--- src/design/scalar_kalman_filter_top_defines.svh ---
// Assertion macros for the scalar Kalman filter block.
// Included by the top level; no other dependencies.
`ifndef SCALAR_KALMAN_FILTER_TOP_DEFINES_SVH
`define SCALAR_KALMAN_FILTER_TOP_DEFINES_SVH

// same-cycle implication, disabled while reset is low
`define SKF_ASSERT_NOW(lbl, clk, rst_n, ante, cons, msg) \
    lbl: assert property (@(posedge clk) disable iff (!rst_n) (ante) |-> (cons)) \
        else $error(msg);

// next-cycle implication, disabled while reset is low
`define SKF_ASSERT_NEXT(lbl, clk, rst_n, ante, cons, msg) \
    lbl: assert property (@(posedge clk) disable iff (!rst_n) (ante) |=> (cons)) \
        else $error(msg);

`endif

--- src/design/skf_pkg.sv ---
// Shared widths, constants and controller/datapath structs for the scalar
// Kalman filter. No dependencies.
package skf_pkg;

    localparam int SAMPLE_WIDTH = 32;
    localparam int FRAC_BITS    = 16;
    localparam int VAR_W        = 32;
    localparam int CFG_IDX_W    = 4;
    localparam int CFG_DATA_W   = 32;

    localparam int Q_W     = FRAC_BITS + 1;
    localparam int DEN_W   = VAR_W + 1;
    localparam int REM_W   = VAR_W + 2;
    localparam int MAG_W   = SAMPLE_WIDTH + 1;
    localparam int EACC_W  = MAG_W + Q_W;
    localparam int VACC_W  = VAR_W + Q_W;
    localparam int CNT_W   = $clog2(Q_W);

    localparam logic [CNT_W-1:0] CNT_LAST = CNT_W'(FRAC_BITS);
    localparam logic [Q_W-1:0]   ONE_Q    = {1'b1, {FRAC_BITS{1'b0}}};

    localparam logic [CFG_IDX_W-1:0] CFG_IDX_PROCESS_NOISE     = CFG_IDX_W'(0);
    localparam logic [CFG_IDX_W-1:0] CFG_IDX_MEASUREMENT_NOISE = CFG_IDX_W'(1);

    localparam logic [VAR_W-1:0] PN_RESET = VAR_W'(655);
    localparam logic [VAR_W-1:0] MN_RESET = VAR_W'(65536);

    typedef struct packed {
        logic load;
        logic prep1;
        logic prep2;
        logic div_step;
        logic kset;
        logic mul_step;
        logic fin1;
        logic fin2;
    } t_skf_cmd;

    typedef struct packed {
        logic out_free;
    } t_skf_sts;

endpackage

--- src/design/skf_if.sv ---
// Valid/ready channel interfaces: sample input, result output, config write.
// Depends on skf_pkg.
interface skf_smp_if import skf_pkg::*; ();
    logic                           valid;
    logic                           ready;
    logic signed [SAMPLE_WIDTH-1:0] sample;

    modport source (output valid, output sample, input ready);
    modport sink   (input valid, input sample, output ready);
endinterface

interface skf_res_if import skf_pkg::*; ();
    logic                           valid;
    logic                           ready;
    logic signed [SAMPLE_WIDTH-1:0] estimate;
    logic        [VAR_W-1:0]        variance;

    modport source (output valid, output estimate, output variance, input ready);
    modport sink   (input valid, input estimate, input variance, output ready);
endinterface

interface skf_cfg_if import skf_pkg::*; ();
    logic                  valid;
    logic                  ready;
    logic [CFG_IDX_W-1:0]  index;
    logic [CFG_DATA_W-1:0] data;

    modport source (output valid, output index, output data, input ready);
    modport sink   (input valid, input index, input data, output ready);
endinterface

--- src/design/skf_ctrl.sv ---
// Sequencer for the scalar Kalman filter: steps the datapath through
// predict, serial gain divide, serial multiplies and writeback. Uses skf_pkg.
module skf_ctrl import skf_pkg::*; (
    input  logic     i_clk,
    input  logic     i_rst_n,
    input  logic     i_in_valid,
    output logic     o_in_ready,
    input  t_skf_sts i_sts,
    output t_skf_cmd o_cmd
);

    typedef enum logic [7:0] {
        ST_IDLE  = 8'b0000_0001,
        ST_PREP1 = 8'b0000_0010,
        ST_PREP2 = 8'b0000_0100,
        ST_DIV   = 8'b0000_1000,
        ST_KSET  = 8'b0001_0000,
        ST_MUL   = 8'b0010_0000,
        ST_FIN1  = 8'b0100_0000,
        ST_FIN2  = 8'b1000_0000
    } t_state;

    t_state           r_state, n_state;
    logic [CNT_W-1:0] r_cnt, n_cnt;

    always_comb begin
        n_state = r_state;
        n_cnt   = r_cnt;
        o_cmd   = '0;
        unique case (r_state)
            ST_IDLE: begin
                o_cmd.load = i_in_valid;
                if (i_in_valid) begin
                    n_state = ST_PREP1;
                end
            end
            ST_PREP1: begin
                o_cmd.prep1 = 1'b1;
                n_state     = ST_PREP2;
            end
            ST_PREP2: begin
                o_cmd.prep2 = 1'b1;
                n_state     = ST_DIV;
                n_cnt       = '0;
            end
            ST_DIV: begin
                o_cmd.div_step = 1'b1;
                if (r_cnt == CNT_LAST) begin
                    n_state = ST_KSET;
                    n_cnt   = '0;
                end else begin
                    n_cnt = r_cnt + CNT_W'(1);
                end
            end
            ST_KSET: begin
                o_cmd.kset = 1'b1;
                n_state    = ST_MUL;
                n_cnt      = '0;
            end
            ST_MUL: begin
                o_cmd.mul_step = 1'b1;
                if (r_cnt == CNT_LAST) begin
                    n_state = ST_FIN1;
                    n_cnt   = '0;
                end else begin
                    n_cnt = r_cnt + CNT_W'(1);
                end
            end
            ST_FIN1: begin
                o_cmd.fin1 = 1'b1;
                n_state    = ST_FIN2;
            end
            ST_FIN2: begin
                // hold until the output register can take the result
                o_cmd.fin2 = i_sts.out_free;
                if (i_sts.out_free) begin
                    n_state = ST_IDLE;
                end
            end
            default: begin
                n_state = ST_IDLE;
            end
        endcase
    end

    assign o_in_ready = (r_state == ST_IDLE);

    always_ff @(posedge i_clk) begin
        if (!i_rst_n) begin
            r_state <= ST_IDLE;
            r_cnt   <= '0;
        end else begin
            r_state <= n_state;
            r_cnt   <= n_cnt;
        end
    end

endmodule

--- src/design/skf_dp.sv ---
// Datapath for the scalar Kalman filter: filter state, noise registers,
// restoring divider, shift-add multipliers and output register. Uses skf_pkg.
module skf_dp import skf_pkg::*; (
    input  logic                           i_clk,
    input  logic                           i_rst_n,
    input  t_skf_cmd                       i_cmd,
    output t_skf_sts                       o_sts,
    input  logic signed [SAMPLE_WIDTH-1:0] i_sample,
    input  logic                           i_cfg_we,
    input  logic        [CFG_IDX_W-1:0]    i_cfg_index,
    input  logic        [CFG_DATA_W-1:0]   i_cfg_data,
    output logic                           o_valid,
    input  logic                           i_ready,
    output logic signed [SAMPLE_WIDTH-1:0] o_estimate,
    output logic        [VAR_W-1:0]        o_variance
);

    logic                           r_primed;
    logic [VAR_W-1:0]               r_pn, r_mn;
    logic signed [SAMPLE_WIDTH-1:0] r_est;
    logic [VAR_W-1:0]               r_var;
    logic signed [SAMPLE_WIDTH-1:0] r_samp;
    logic [VAR_W-1:0]               r_ppred;
    logic signed [MAG_W-1:0]        r_diff;
    logic [DEN_W-1:0]               r_den;
    logic [REM_W-1:0]               r_rem;
    logic [Q_W-1:0]                 r_q;
    logic [Q_W-1:0]                 r_k, r_om;
    logic [MAG_W-1:0]               r_mag;
    logic                           r_neg;
    logic [EACC_W-1:0]              r_acc_e;
    logic [VACC_W-1:0]              r_acc_v;
    logic [MAG_W-1:0]               r_corr;
    logic [VAR_W-1:0]               r_var_new;
    logic                           r_valid;
    logic signed [SAMPLE_WIDTH-1:0] r_out_est;
    logic [VAR_W-1:0]               r_out_var;

    logic [VAR_W:0]          ppred_sum;
    logic [REM_W-1:0]        rem_sub;
    logic                    rem_ge;
    logic [Q_W-1:0]          k_clamp;
    logic [EACC_W-1:0]       e_round;
    logic [VACC_W-1:0]       v_round;
    logic [VAR_W:0]          v_scaled;
    logic signed [MAG_W-1:0] est_next;

    assign ppred_sum = {1'b0, r_var} + {1'b0, r_pn};
    assign rem_ge    = (r_rem >= {1'b0, r_den});
    assign rem_sub   = r_rem - {1'b0, r_den};
    assign k_clamp   = (r_q > ONE_Q) ? ONE_Q : r_q;
    assign e_round   = r_acc_e + EACC_W'(ONE_Q >> 1);
    assign v_round   = r_acc_v + VACC_W'(ONE_Q >> 1);
    assign v_scaled  = v_round[FRAC_BITS +: VAR_W+1];
    assign est_next  = r_neg ? (MAG_W'(r_est) - $signed(r_corr))
                             : (MAG_W'(r_est) + $signed(r_corr));

    always_ff @(posedge i_clk) begin
        if (!i_rst_n) begin
            r_primed <= 1'b0;
            r_pn     <= PN_RESET;
            r_mn     <= MN_RESET;
            r_est    <= '0;
            r_var    <= '0;
            r_valid  <= 1'b0;
        end else begin
            if (i_cfg_we) begin
                if (i_cfg_index == CFG_IDX_PROCESS_NOISE) begin
                    r_pn <= i_cfg_data[VAR_W-1:0];
                end else if (i_cfg_index == CFG_IDX_MEASUREMENT_NOISE) begin
                    r_mn <= i_cfg_data[VAR_W-1:0];
                end
            end
            if (i_cmd.load && !r_primed) begin
                r_primed <= 1'b1;
                r_est    <= i_sample;
                r_var    <= VAR_W'(ONE_Q);
            end
            if (i_cmd.fin2) begin
                r_est   <= est_next[SAMPLE_WIDTH-1:0];
                r_var   <= r_var_new;
                r_valid <= 1'b1;
            end else if (r_valid && i_ready) begin
                r_valid <= 1'b0;
            end
        end
    end

    always_ff @(posedge i_clk) begin
        if (i_cmd.load) begin
            r_samp <= i_sample;
        end
        if (i_cmd.prep1) begin
            r_ppred <= ppred_sum[VAR_W] ? {VAR_W{1'b1}} : ppred_sum[VAR_W-1:0];
            r_diff  <= MAG_W'(r_samp) - MAG_W'(r_est);
        end
        if (i_cmd.prep2) begin
            r_den <= {1'b0, r_ppred} + {1'b0, r_mn};
            r_rem <= REM_W'(r_ppred);
            r_q   <= '0;
            r_neg <= r_diff[MAG_W-1];
            r_mag <= r_diff[MAG_W-1] ? MAG_W'(-r_diff) : MAG_W'(r_diff);
        end
        if (i_cmd.div_step) begin
            r_q   <= {r_q[Q_W-2:0], rem_ge};
            r_rem <= rem_ge ? {rem_sub[REM_W-2:0], 1'b0} : {r_rem[REM_W-2:0], 1'b0};
        end
        if (i_cmd.kset) begin
            r_k     <= k_clamp;
            r_om    <= ONE_Q - k_clamp;
            r_acc_e <= '0;
            r_acc_v <= '0;
        end
        if (i_cmd.mul_step) begin
            r_k     <= {r_k[Q_W-2:0], 1'b0};
            r_om    <= {r_om[Q_W-2:0], 1'b0};
            r_acc_e <= {r_acc_e[EACC_W-2:0], 1'b0}
                       + (r_k[Q_W-1] ? EACC_W'(r_mag) : EACC_W'(0));
            r_acc_v <= {r_acc_v[VACC_W-2:0], 1'b0}
                       + (r_om[Q_W-1] ? VACC_W'(r_ppred) : VACC_W'(0));
        end
        if (i_cmd.fin1) begin
            r_corr    <= e_round[FRAC_BITS +: MAG_W];
            r_var_new <= v_scaled[VAR_W] ? {VAR_W{1'b1}} : v_scaled[VAR_W-1:0];
        end
        if (i_cmd.fin2) begin
            r_out_est <= est_next[SAMPLE_WIDTH-1:0];
            r_out_var <= r_var_new;
        end
    end

    assign o_sts.out_free = !r_valid || i_ready;
    assign o_valid        = r_valid;
    assign o_estimate     = r_out_est;
    assign o_variance     = r_out_var;

endmodule

--- src/design/scalar_kalman_filter_top.sv ---
// Top level of the scalar Kalman filter: controller, datapath, channel
// wiring and assertions. Uses skf_pkg, skf_if and the defines header.
//
//  channel  dir  payload                     transfer when
//  i_smp    in   sample                      valid && ready
//  o_res    out  estimate, variance          valid && ready
//  i_cfg    in   index, data (write only)    valid && ready (ready tied high)
//
// A sample goes from its transfer through predict, the serial gain divide,
// the shift-add multiplies and writeback to the result register; no new
// sample is taken until the block is back in its idle step. A stalled
// result holds the block in its writeback step; the next sample is taken
// while a result waits. Reset is synchronous; it clears the filter state
// and sets the noise registers to PN_RESET and MN_RESET.
`include "scalar_kalman_filter_top_defines.svh"

module scalar_kalman_filter_top import skf_pkg::*; (
    input  logic i_clk,
    input  logic i_rst_n,
    skf_smp_if.sink   i_smp,
    skf_res_if.source o_res,
    skf_cfg_if.sink   i_cfg
);

    t_skf_cmd cmd;
    t_skf_sts sts;

    assign i_cfg.ready = 1'b1;

    skf_ctrl u_ctrl (
        .i_clk      (i_clk),
        .i_rst_n    (i_rst_n),
        .i_in_valid (i_smp.valid),
        .o_in_ready (i_smp.ready),
        .i_sts      (sts),
        .o_cmd      (cmd)
    );

    skf_dp u_dp (
        .i_clk       (i_clk),
        .i_rst_n     (i_rst_n),
        .i_cmd       (cmd),
        .o_sts       (sts),
        .i_sample    (i_smp.sample),
        .i_cfg_we    (i_cfg.valid && i_cfg.ready),
        .i_cfg_index (i_cfg.index),
        .i_cfg_data  (i_cfg.data),
        .o_valid     (o_res.valid),
        .i_ready     (o_res.ready),
        .o_estimate  (o_res.estimate),
        .o_variance  (o_res.variance)
    );

    `SKF_ASSERT_NEXT(a_busy_after_take, i_clk, i_rst_n, i_smp.valid && i_smp.ready, !i_smp.ready, "sample taken while busy")
    `SKF_ASSERT_NEXT(a_load_then_prep, i_clk, i_rst_n, cmd.load, cmd.prep1 && !cmd.load, "load not followed by predict")
    `SKF_ASSERT_NOW(a_result_from_fin, i_clk, i_rst_n, $rose(o_res.valid), $past(cmd.fin2), "result appeared without writeback")
    `SKF_ASSERT_NOW(a_fin_needs_room, i_clk, i_rst_n, cmd.fin2, !o_res.valid || o_res.ready, "writeback over a pending result")

endmodule

--- src/flat_wrapper.sv ---
// flat-port wrapper written by rule: the top's interface ports become plain ports
module scalar_kalman_filter_top_flat import skf_pkg::*;
  (i_clk, i_rst_n, i_smp_valid, i_smp_sample, i_smp_ready, o_res_valid, o_res_estimate, o_res_variance, o_res_ready, i_cfg_valid, i_cfg_index, i_cfg_data, i_cfg_ready);
  skf_smp_if i_smp_i ();
  skf_res_if o_res_i ();
  skf_cfg_if i_cfg_i ();
  input  logic i_clk;
  input  logic i_rst_n;
  input wire logic [$bits(i_smp_i.valid)-1:0] i_smp_valid;
  input wire logic [$bits(i_smp_i.sample)-1:0] i_smp_sample;
  output wire logic [$bits(i_smp_i.ready)-1:0] i_smp_ready;
  output wire logic [$bits(o_res_i.valid)-1:0] o_res_valid;
  output wire logic [$bits(o_res_i.estimate)-1:0] o_res_estimate;
  output wire logic [$bits(o_res_i.variance)-1:0] o_res_variance;
  input wire logic [$bits(o_res_i.ready)-1:0] o_res_ready;
  input wire logic [$bits(i_cfg_i.valid)-1:0] i_cfg_valid;
  input wire logic [$bits(i_cfg_i.index)-1:0] i_cfg_index;
  input wire logic [$bits(i_cfg_i.data)-1:0] i_cfg_data;
  output wire logic [$bits(i_cfg_i.ready)-1:0] i_cfg_ready;
  assign i_smp_i.valid = i_smp_valid;
  assign i_smp_i.sample = i_smp_sample;
  assign i_smp_ready = i_smp_i.ready;
  assign o_res_valid = o_res_i.valid;
  assign o_res_estimate = o_res_i.estimate;
  assign o_res_variance = o_res_i.variance;
  assign o_res_i.ready = o_res_ready;
  assign i_cfg_i.valid = i_cfg_valid;
  assign i_cfg_i.index = i_cfg_index;
  assign i_cfg_i.data = i_cfg_data;
  assign i_cfg_ready = i_cfg_i.ready;
  scalar_kalman_filter_top u_core (.i_clk(i_clk), .i_rst_n(i_rst_n), .i_smp(i_smp_i), .o_res(o_res_i), .i_cfg(i_cfg_i));
endmodule
--- config.mk ---
export PLATFORM = sky130hd
export DESIGN_NAME = scalar_kalman_filter_top_flat
export DESIGN_NICKNAME = d
export VERILOG_FILES = /design/src/design/skf_pkg.sv /design/src/design/skf_if.sv /design/src/design/skf_ctrl.sv /design/src/design/skf_dp.sv /design/src/design/scalar_kalman_filter_top.sv /design/src/flat_wrapper.sv
export VERILOG_INCLUDE_DIRS = /design/src /design/src/design
export SDC_FILE = /design/constraint.sdc
export NUM_CORES = 1
export LEC_CHECK = 0
export BUFFER_PORTS_ARGS = -buffer_cell sky130_fd_sc_hd__buf_2
export CORE_MARGIN = 5
export CORE_UTILIZATION = 65
export CTS_CLUSTER_DIAMETER = 80
export DETAILED_ROUTE_END_ITERATION = 8
export PLACE_DENSITY = 0.8
export REMOVE_ABC_BUFFERS = 1
export SETUP_SLACK_MARGIN = 0.02
export SLEW_MARGIN = 25
export SYNTH_ARGS = -nofsm -noshare
export SYNTH_HDL_FRONTEND = slang
export SYNTH_SLANG_ARGS = --single-unit
--- constraint.sdc ---
create_clock -name i_clk -period 16.4 [get_ports i_clk]
set_input_delay 1.64 -clock i_clk [delete_from_list [all_inputs] [get_ports i_clk]]
set_output_delay 1.64 -clock i_clk [all_outputs]
set_load 0.005 [all_outputs]
Word level (Yosys, flattened, before mapping)
Index checks and enable logic that the tools add are counted.

word-level totals
  register bits after elaboration = 617
  input bits = 73
  output and inout port bits = 67
  word-level logic and storage cells = 112

cells by class
  add/sub/neg operators = 13
  order comparisons = 2
  equal/unequal tests = 14
  mux-type cells = 39
  bitwise operators = 1
  reductions and logical operators = 16

operator list
  operator                                                          number
  32-bit two-way mux                                                7
  17-bit two-way mux                                                7
  34-bit two-way mux                                                3
  49-bit two-way mux                                                2
  48-bit two-way mux                                                2
  32-bit by 32-bit adder with 33-bit output                         2
  8-bit one-hot mux with 8 select lines                             1
  49-bit by 16-bit adder with 49-bit output, second input constant  1
  49-bit by 32-bit adder with 49-bit output                         1
  48-bit by 16-bit adder with 48-bit output, second input constant  1
  48-bit by 33-bit adder with 48-bit output                         1
  34-bit by 33-bit >= comparator with 1-bit output                  1
  33-bit two-way mux                                                1
  33-bit negator                                                    1
  32-bit by 32-bit subtractor with 33-bit output                    1
  33-bit subtractor                                                 1
  32-bit adder                                                      1
  8-bit two-way mux                                                 4
  32-bit subtractor                                                 1
  17-bit > comparator, second input constant                        1
  17-bit subtractor, first input constant                           1
  1-bit two-way mux                                                 10
  5-bit one-hot mux with 2 select lines                             1
  2-bit nonzero test                                                5
  22 further kinds                                                  28

Longest topological paths before layout
  depth in word-level cells = 5
  mapped depth = 20
  mapped depth without buffers = 19

By module
From an unflattened synthesis, not the netlist that was laid out.

unflattened totals
  cells, all modules = 3797
  area, all modules = 36676.4 sq um

by module, submodules not included
  module                    times used  cells an instance  area each (sq um)  sequential area each (sq um)
  skf_dp                    1           3701               35878.2            16796.1
  skf_ctrl                  1           94                 787.0              260.2
  scalar_kalman_filter_top  1           2                  11.3               0.0

Worst setup path after synthesis
No wires, ideal clock.

  kind = reg2reg
  from = register u_core.u_ctrl.r_state[3]
  to = register u_core.u_ctrl.r_state[0]
  setup time = 0.118 ns
  arrival = 6.738 ns
  required time = 16.282 ns
  path slack = 9.544 ns
  stages on the path, launching flop included = 6
  path buffers = 0
  clock period less this slack = 6.856 ns
  cells stage by stage = dfxtp_1 > or4_1 > or3_1 > nor3b_1 > nor3_1 > a31o_2

between the ends
  word-level cells in the longest chain between the ends = 3
  elaborated cells between the ends (all ways) = 14
  classes of those cells = eq/ne (12); mux (1); reduce/logical (1)

RTL lines
  what                                                              RTL line        text
  start: declaration                                                skf_ctrl.sv:23  t_state r_state, n_state;
  start signal: assignment                                          skf_ctrl.sv:93  r_state <= n_state;
  8-bit by 4-bit == test with 1-bit output (tied with other cells)  skf_ctrl.sv:30  unique case (r_state)
  2-bit inequality test (no line)                                   --
  4-bit AND reduction (no line)                                     --

Parallel ways exist; a longest one is shown, timed or not.
A chain may end at the register's enable or synchronous reset.

Final worst setup path
  from = register u_core.u_dp.r_corr[11]
  to = register u_core.u_dp.r_est[30]

between the ends
  word-level cells in the longest chain between the ends = 3
  elaborated cells between the ends (all ways) = 4
  classes of those cells = add/sub (2); mux (2)

RTL lines
  what                                                      RTL line                    text
  start: declaration                                        skf_dp.sv:33                logic [MAG_W-1:0] r_corr;
  start signal: assignment                                  skf_dp.sv:123               r_corr <= e_round[FRAC_BITS +: MAG_W];
  32-bit adder / 32-bit subtractor (equally long branches)  skf_dp.sv:56, skf_dp.sv:55
  32-bit two-way mux (*)                                    skf_dp.sv:55                assign est_next = r_neg ? (MAG_W'(r_est) - $signed(r_corr))
  32-bit two-way mux (*)                                    skf_dp.sv:79                if (i_cmd.fin2) begin
  end signal: assignment                                    skf_dp.sv:76                r_est <= i_sample;
  end signal: assignment                                    skf_dp.sv:80                r_est <= est_next[SAMPLE_WIDTH-1:0];
  end: declaration                                          skf_dp.sv:20                logic signed [SAMPLE_WIDTH-1:0] r_est;

Mark *: on every way between the ends. The rest lies on a longest branch, timed or not.

==> out/metrics.cfg <==
[outcome]
run_status = finished clean

[sta]
period_needed_ns = 4.90
finalSetupTns_ns = 0
fmax_ghz = 0.204
clock_skew_ns = 0.0245
fin_crit_sh_pct = 29.9
worst_pin_slew_ns = 1.04
drv_slew = 0
setup_viol = 0
hold_violations = 0
rsz0062_at_grt = false
slew_headroom_pct = 30.5

[logic_synthesis]
ys_types = 87
synth_edf_count = 472
ys_ff_latch = 616
synth_area_sq_um = 36400
ys_dominant_reg_cell = edfxtp_1
synth_top_area_share_pct = 39.0
postSynth.asyncResetShare_pct = 0
yosysSeqAreaShare_pct = 46.9
avgSynthCellArea_sq_um = 9.96
synthCells = 3654
yosysWarnings = 0
synth_top_area_cell = edfxtp_1
synthTopCellsByArea = edfxtp_1 39%, dfxtp_1 7.9%, ha_1 7.9%, xnor2_1 4.9%, nand2_1 4.2%

[critical_path]
critPathRequiredTime_ns = 16.89
cp_max_fo = 6
rr_endpoint = u_core.u_dp.r_est[30]$_SDFFE_PN0P_
crit_start = u_core.u_dp.r_corr[11]$_DFFE_PP_
cp-start-kind = flop
rr_startpoint = u_core.u_dp.r_corr[11]$_DFFE_PP_
cp.arrival_ns = 5.39
reg2regPathDepth = 18
path_class = reg2reg
reg2reg_slack_ns = 11.50
setup.worst_path.end_class = flop

[floorplan]
start_util_pct = 65.8
rows = 86
die_x_um = 247
core_region_area_sq_um = 55300
die_h_um = 247
ios = 140
die_area_sq_um = 60800

[power_and_ir_drop]
finalPower_mw = 4.49
vdd_drop_max_v = 0.0000880
power_density_nw_per_um2 = 112
p_leak_nw = 15.5

[placed_design]
dp.cells = 4436
port_buffers = 138
place_congestion = 0.950
hpwlAfterDp_mm = 64.4

[finish]
syn2layout_area_growth_pct = 9.97
fillers = 4137
layout.nets = 4070
multi_input_area_sq_um = 18300
final_cell_mix = 472 x edfxtp_1, 407 x nand2_1, 282 x nor2_1
regArea_sq_um = 17100
layout-drive-gt1-share_pct = 8.02
final_common_cell = edfxtp_1
final_cell_count_no_fill = 4563

[global_route]
antenna_found_initial = 5
grt_max_degree = 67
grt_pass1_wl_mm = 143
grt_pass1_vias = 26257
grt_util_all_layers_pct = 29.2
grt-ovfl-total = 0

[min_path]
min_from = u_core.u_dp.r_var_new[16]$_SDFFCE_PP1P_
hold_end = u_core.u_dp.o_variance[16]$_DFFE_PP_
hold-path-cell-count = 0
hold_class = reg2reg

[clocking]
clock-root-buffer = clkbuf_16
cts-buffers-inserted = 68
path_clk_slew_ns = 0.06
cts.sinks = 616
clock_latency_ns = 0.61
cts_tree = yes
clk_path_buf_depth = 3
cts_setup_buffers = 0
ctsHoldBuffers = 0
htreeDepth = 3
cts_resized = 0

[drt]
wl_per_cell_um = 19.7
drc = 0
dr.first_iter.drc_count = 2490
drtAntennaViolNets = 0
drt_pre_antenna_iters = 7
wl_mm = 89.9
num_vias = 28046
viasPerCell = 6.15

[run]
maxCapViolations = 0

## sequential cells by signal (all words and copies together) (netlist names), 33 cells and up
register	flops
u_core.u_dp.r_acc_e	48
u_core.u_dp.r_acc_v	49
u_core.u_dp.r_den	33
u_core.u_dp.r_diff	33
u_core.u_dp.r_mag	33
u_core.u_dp.r_rem	34
## worst max-delay path, cell delays in order (launching register included)
cell and delay, ns:
edfxtp_1 0.46, or3_1 0.41, nor3_1 0.26, nor3b_1 0.42, nand2_1 0.20, nor2_1 0.13
nor2_1 0.06, xnor2_1 0.12, ha_1 0.35, a21oi_1 0.27, nand4b_1 0.15, a311oi_1 0.38
a21oi_1 0.21, a31oi_1 0.35, o21a_1 0.19, o21ai_0 0.18, a2111o_1 0.45, a21oi_1 0.14
nor3_1 0.07
## worst max-delay path by stage
stage	endpoint	slack, ns	depth (start not counted)
floorplan	u_core.u_ctrl.r_state[0]$_SDFFE_PN1P_	8.99	7
global placement	u_core.u_dp.r_est[30]$_SDFFE_PN0P_	11.72	18
detailed placement	u_core.u_dp.r_est[30]$_SDFFE_PN0P_	11.57	18
CTS	u_core.u_dp.r_est[30]$_SDFFE_PN0P_	11.55	18
global route	u_core.u_dp.r_est[30]$_SDFFE_PN0P_	11.08	18
finish	u_core.u_dp.r_est[30]$_SDFFE_PN0P_	11.50	18
## metal layers
layer	routed length, um	global-route usage [%]	vias up
li1	-	-	13494
met1	40700	43.1	13321
met2	39400	44.3	1058
met3	7060	5.29	167
met4	2610	8.78	6
met5	48	0	-
## cell usage after synthesis (15+ instances only)
master / count
a211oi_1: 32
a21boi_0: 99
a21o_1: 116
a21oi_1: 226
a22o_1: 24
a31oi_1: 30
and2_1: 105
and3_1: 48
clkbuf_1: 105
dfxtp_1: 144
edfxtp_1: 472
ha_1: 230
inv_1: 150
mux2i_1: 29
nand2_1: 408
nand2b_1: 40
nand3_1: 122
nand4_1: 36
nor2_1: 283
nor2b_1: 29
nor3_1: 58
nor4_1: 15
o211ai_1: 16
o21a_1: 35
o21ai_0: 160
o21ai_1: 22
o21bai_1: 31
o221ai_1: 23
o31ai_1: 15
or3_1: 21
xnor2_1: 203
xor2_1: 132
## power breakdown
group / switching, mW / internal [mW]
logic: 0.650 / 0.400
clock network: 0.619 / 0.919
registers: 0.0729 / 1.83
total: 1.34 / 3.15
## metrics by stage
step / util (%) / worst slack (ns) / hold WS, ns / instance area (sq um)
after floorplan: - / 8.99 / 0.421 / 35800
after global placement: 68.2 / 11.72 / 0.430 / 37700
after detailed placement: 68.2 / 11.57 / 0.433 / 37700
after CTS: 72.3 / 11.55 / 0.448 / 40000
after global routing: 72.3 / 11.08 / 0.458 / 40000
final: 72.3 / 11.50 / 0.453 / 40000
## cells by family after synthesis
group,share of synthesized area [%]
xor+xnor,8.06
compound gates,16.9
fa+ha+maj,8.29
simple gates,15.9
buf+inv,3.07
other cells,0.0103
mux,0.860
flops,46.9
## cell type report
class,count,share of cell area (%)
Antenna cell,1,0.00625
Clock buffer,103,5.07
Clock inverter,21,0.578
Inverter,152,1.43
Multi-Input combinational cell,2756,45.7
Sequential cell,616,42.6
Tap cell,748,2.34
Timing Repair Buffer,166,2.30
Note: power is estimated with default switching activity, not from simulation.
